$ cat src/hw/rtl/bupl_pkg.sv
// Shared constants, types and blend arithmetic for the bilinear palette scaler.
`default_nettype none
package bupl_pkg;

  // Default geometry
  localparam int unsigned DEF_FIELD_WIDTH  = 320;
  localparam int unsigned DEF_FIELD_HEIGHT = 240;
  localparam int unsigned DEF_PALETTE_SIZE = 4096;

  // Action codes of an input word
  localparam logic [1:0] ACT_FIELD_WR = 2'd0;
  localparam logic [1:0] ACT_PAL_WR   = 2'd1;
  localparam logic [1:0] ACT_RENDER   = 2'd2;
  localparam logic [1:0] ACT_UNUSED   = 2'd3;

  // Configuration register indexes
  localparam logic [1:0] CFG_OUT_WIDTH  = 2'd0;
  localparam logic [1:0] CFG_OUT_HEIGHT = 2'd1;
  localparam logic [1:0] CFG_PAL_OFFSET = 2'd2;

  // Configuration reset values
  localparam logic [12:0] RST_OUT_WIDTH  = 13'd320;
  localparam logic [12:0] RST_OUT_HEIGHT = 13'd240;
  localparam logic [11:0] RST_PAL_OFFSET = 12'd0;

  // Field store access control for one pipeline slot
  typedef struct packed {
    logic rd_en;
    logic wr_en;
  } mem_ctl_t;

  // p + floor(((q - p) * f) / 256), an arithmetic shift by 8
  function automatic logic [15:0] blend(input logic [15:0] p, input logic [15:0] q,
                                        input logic [7:0] f);
    logic signed [16:0] diff;
    logic signed [25:0] prod;
    logic signed [17:0] sum;
    diff = $signed({1'b0, q}) - $signed({1'b0, p});
    prod = diff * $signed({1'b0, f});
    sum  = $signed({2'b00, p}) + prod[25:8];
    return sum[15:0];
  endfunction

endpackage
`default_nettype wire

$ cat src/hw/rtl/bupl_div.sv
// Restoring divider: fixed dividend by a 13-bit register minus one (at least one), one quotient bit per cycle.
`default_nettype none
module bupl_div #(
  parameter int unsigned DIVIDEND = 20905983,
  parameter int unsigned QW       = 26
) (
  input  wire logic          clk,
  input  wire logic          rst_n,
  input  wire logic          start,
  input  wire logic [12:0]   divisor,
  output logic               busy,
  output logic [QW-1:0]      quotient
);
  import bupl_pkg::*;

  localparam int unsigned CW = $clog2(QW + 1);

  logic [CW-1:0] cnt_r, cnt_nxt;
  logic [13:0]   rem_r, rem_nxt;
  logic [QW-1:0] q_r, q_nxt;
  logic [12:0]   div_r, div_nxt;
  logic [13:0]   trial;

  // Shift in one dividend bit and subtract when it fits
  always_comb begin
    cnt_nxt = cnt_r;
    rem_nxt = rem_r;
    q_nxt   = q_r;
    div_nxt = div_r;
    trial   = {rem_r[12:0], q_r[QW-1]};
    if (start) begin
      cnt_nxt = CW'(QW);
      rem_nxt = '0;
      q_nxt   = QW'(DIVIDEND);
      div_nxt = (divisor > 13'd1) ? divisor - 13'd1 : 13'd1;
    end else if (cnt_r != '0) begin
      cnt_nxt = cnt_r - CW'(1);
      if (trial >= {1'b0, div_r}) begin
        rem_nxt = trial - {1'b0, div_r};
        q_nxt   = {q_r[QW-2:0], 1'b1};
      end else begin
        rem_nxt = trial;
        q_nxt   = {q_r[QW-2:0], 1'b0};
      end
    end
  end

  always_ff @(posedge clk) begin
    if (!rst_n) begin
      cnt_r <= '0;
    end else begin
      cnt_r <= cnt_nxt;
    end
    rem_r <= rem_nxt;
    q_r   <= q_nxt;
    div_r <= div_nxt;
  end

  assign busy     = (cnt_r != '0);
  assign quotient = q_r;

  a_cnt_range: assert property (@(posedge clk) disable iff (!rst_n)
    cnt_r <= CW'(QW)) else $error("divider count out of range");
  a_start_load: assert property (@(posedge clk) disable iff (!rst_n)
    start |=> busy) else $error("divider did not start");
  a_count_down: assert property (@(posedge clk) disable iff (!rst_n)
    busy && !start |=> cnt_r == $past(cnt_r) - CW'(1)) else $error("divider count slip");

endmodule
`default_nettype wire

$ cat config.mk
export PLATFORM = sky130hd
export DESIGN_NAME = bupl_div
export DESIGN_NICKNAME = d
export VERILOG_FILES = /design/src/hw/rtl/bupl_pkg.sv /design/src/hw/rtl/bupl_div.sv
export SDC_FILE = /design/constraint.sdc
export NUM_CORES = 1
export LEC_CHECK = 0
export ABC_AREA = 1
export BUFFER_PORTS_ARGS = -buffer_cell sky130_fd_sc_hd__buf_4
export CELL_PAD_IN_SITES_DETAIL_PLACEMENT = 1
export CELL_PAD_IN_SITES_GLOBAL_PLACEMENT = 1
export CORE_UTILIZATION = 45
export CTS_CLUSTER_DIAMETER = 150
export DETAILED_ROUTE_END_ITERATION = 10
export PLACE_DENSITY = 0.88
export SYNTH_ARGS = -nofsm -noshare
export SYNTH_HDL_FRONTEND = slang
export SYNTH_SLANG_ARGS = --single-unit
$ cat constraint.sdc
create_clock -name clk -period 5.05 [get_ports clk]
set_clock_uncertainty 0.05 [all_clocks]
set_input_delay 0 -clock clk [delete_from_list [all_inputs] [get_ports clk]]
set_output_delay 0 -clock clk [all_outputs]
set_load 0.005 [all_outputs]
==> impl_metrics.ini <==
[floorplan]
initial_utilization_pct = 47.1
std_cell_rows = 31
die_w_um = 89.8
core_mm2 = 0.00737
die_height_um = 89.8
pin_count = 43
die_area_mm2 = 0.00806

[clock_network]
cts.repair_timing.setup_buffer_count = 0
tritoncts = yes
clkSinkCount = 57
cts-htree-levels = 3
clk-insertion-delay-late_ns = 0.35
cts_made_buffers = 9
max-clock-path-buffers = 2
cts_root_buffer = clkbuf_8
clock_pin_slew_of_the_registers_on_the_worst_case_setup_and_hold_paths_ns = 0.07

[yosys]
synthesis.instances = 488
synth-edff-count = 13
fraction_of_synthesis_flops_using_an_asynchronous_set_or_reset_pin_pct = 0
yosysTopAreaCell = dfxtp_1
synth_most_common_cell = nand2_1
synth_largest_type_area_fraction_pct = 25.4
yosys_register_bits = 57
syn_area_mm2 = 0.00347
synth.top_cells.by_count = nand2_1 (126), inv_1 (75), dfxtp_1 (44)
synth_area_leaders = dfxtp_1 (25%), nand2_1 (14%), edfxtp_1 (11%)
synth_top_flop_cell = dfxtp_1
synth_seq_area_share_pct = 36.7
synthesis.area_per_instance_um2 = 7.11
syn_nets = 521
synth_cell_types = 32
ys.warnings.count = 0

[timing]
post-route-worst-setup-slack_ns = 2.59
slew_viol_final = 0
fin_setup_tns_ns = 0
endpoints_failing_setup = 0
top_achievable_clock_speed_mhz = 406
worst_slew_margin_rel_pct = 26.8
final.period_utilization_pct = 48.8
worstMarginPinSlew_ns = 1.10
finalWorstPathRequiredPeriod_ns = 2.46
final-hold-violation-count = 1
worst_hold_check_slack_ns = -0.00118
grt_setup_unrepaired = no

[power]
part_of_the_power_in_the_clock_network_pct = 24.7
netSwitchingPower_uw = 841
power.leakage_nw = 2.21
p_int_mw = 1.15
power.ir.vdd_worst_v = 0.000218
netSwitchingFraction_pct = 42.2
comb_power_share_pct = 43.5
power.sequential.fraction_pct = 31.8
pwr_density_cell_mw_per_mm2 = 484

[global_routing]
wire_length_of_the_first_global_routing_pass_mm = 16.1
vias_in_the_first_global_route = 3420
global_route.usage.met1_pct = 28.5
globalRouteMet3Util_pct = 4.57
gr-max-usage-layer = met2
grt_use_met2_pct = 46.1
grt_overflow_total = 0
grt_util_all_layers_pct = 25.0
grt_start_max_net_pins = 52
antenna_found_initial = 0

[final_layout]
multi_input_area_mm2 = 0.00179
seq_area_mm2 = 0.00127
num_antenna_cells = 0
fillers = 977
finish.net_count = 567
layout-drive-gt1-share_pct = 21.0
flow.area_growth_from_synthesis_pct = 18.7

[worst_setup_path]
crit_family = simple AND/OR/NAND/NOR gates
worst-path-buf-inv = 3
end_kind = flop
worstPathCellList = inv_1, ha_1, inv_1, fa_1, nand2_1, nand3_2, nand2_4, nand3_4, nand2_1, nand2_1, o21bai_1, inv_1
critical_path_arrival_ns = 2.64
crit_slowest_cell = fa_1
worst-setup-path-type = flop to flop
max_stage_delay_ns = 0.43
startpoint_type = flop
worstPathMaxFanout = 16
critPathRequiredTime_ns = 5.23

[detailed_routing]
drc_errors_left = 0
drt-pass1-iter-count = 4
post_drt_via_cell_ratio = 5.07
num_vias = 3233
drt_wl_total_mm = 9.56
drt_first_iter_violations = 122
postRouteAntennaNets = 0
wirelength_per_cell_um = 15.0

[status]
outcome = finished with violations
failed_checks = hold timing

[place]
portBuffers = 42
dp_wirelength_mm = 6.75
dp_slack_ns = 2.64
last_weighted_congestion_value_of_the_routability_driven_placer = 0.818

[hold_path]
hold_class = input pin to flop

[run]
cap_viol_max_count = 0
cell type report:
type / count / area share, %
Clock buffer: 9 / 3.01
Clock inverter: 7 / 2.46
Inverter: 90 / 8.20
Multi-Input combinational cell: 328 / 43.4
Sequential cell: 57 / 30.9
Tap cell: 99 / 3.01
Timing Repair Buffer: 48 / 9.06
worst paths after layout:
| path | cells past startpoint | end | slack, ns | start |
|---|---|---|---|---|
| hold / removal | 3 | div_r[7]$_SDFFCE_PP0P_ | -0.001 | divisor[7] |
| setup reg to reg | 12 | rem_r[4]$_SDFFE_PP0P_ | 2.59 | quotient[25]$_SDFFE_PP0P_ |
| hold reg to reg | 2 | quotient[2]$_SDFFE_PP1P_ | 0.43 | quotient[1]$_SDFFE_PP1P_ |
| setup / recovery | 12 | rem_r[4]$_SDFFE_PP0P_ | 2.59 | quotient[25]$_SDFFE_PP0P_ |
power groups by stage:
| stage | Sequential (mW) | Combinational [mW] | Clock [mW] |
|---|---|---|---|
| finish | 0.634 | 0.866 | 0.492 |
| global route | 0.644 | 0.974 | 0.518 |
| CTS | 0.634 | 0.875 | 0.499 |
| detailed placement | 0.640 | 0.853 | 0 |
| global placement | 0.638 | 0.819 | 0 |
| floorplan | 0.615 | 0.660 | 0 |
per-layer routing:
| metal | routed length [µm] | vias to the layer above | share of wire, % |
|---|---|---|---|
| li1 | - | 1636 | - |
| met4 | 255 | 0 | 2.7 |
| met3 | 263 | 20 | 2.8 |
| met1 | 4090 | 1524 | 43 |
| met2 | 4950 | 53 | 52 |
| met5 | 0 | - | 0 |
cells in the final DEF (no fill, tap or decap), drive strengths merged, types with 2 or more instances in the layout:
cell,n
nand4,15
buf,43
clkbuf,9
clkinv,3
bufinv,2
xor2,9
edfxtp,13
nor3,4
o21bai,5
o21ai,30
dfxtp,44
nand3,48
ha,16
inv,92
a21oi,17
dlygate4sd3,5
nor2,38
nand2,141
worst register-to-register path, delay by kind of cell (launching register included):
family | cells | cell delay [ns]
and+or+nand+nor | 6 | 0.92
adders and majority gates | 2 | 0.58
DFF | 1 | 0.35
buffers and inverters | 3 | 0.26
AOI/OAI and AO/OA | 1 | 0.19
state kept, by name, indices dropped and copies added (netlist names):
name      count
cnt_r         5
quotient     26
div_r        13
rem_r        13
stage by stage:
stage                     area [µm²]  power (mW)  utilization, %  instances  hold WS [ns]
after global routing            4120        2.14            55.9        638        0.0225
after CTS                       4120        2.01            55.9        638      0.000589
after floorplan                 3470        1.27               -        488        0.0497
final                           4120        1.99            55.9        638      -0.00118
after detailed placement        3840        1.49            52.1        617         0.187
after global placement          3840        1.46            52.1        617         0.178
cells by family after synthesis:
family / count (synthesis) / share of synthesized area [%]
buffers and inverters: 103 / 11.8
adder cells (fa/ha/maj): 17 / 6.35
AND/OR/NAND/NOR: 248 / 34.1
flip-flops: 57 / 36.7
AO/OA/AOI/OAI: 53 / 8.59
XOR/XNOR: 10 / 2.53
what timing repair did:
action	CTS	global route
hold buffers	5	0
endpoints found under the hold margin	21	0
gates resized for setup	0	0
Note: power is estimated with default switching activity, not from simulation.
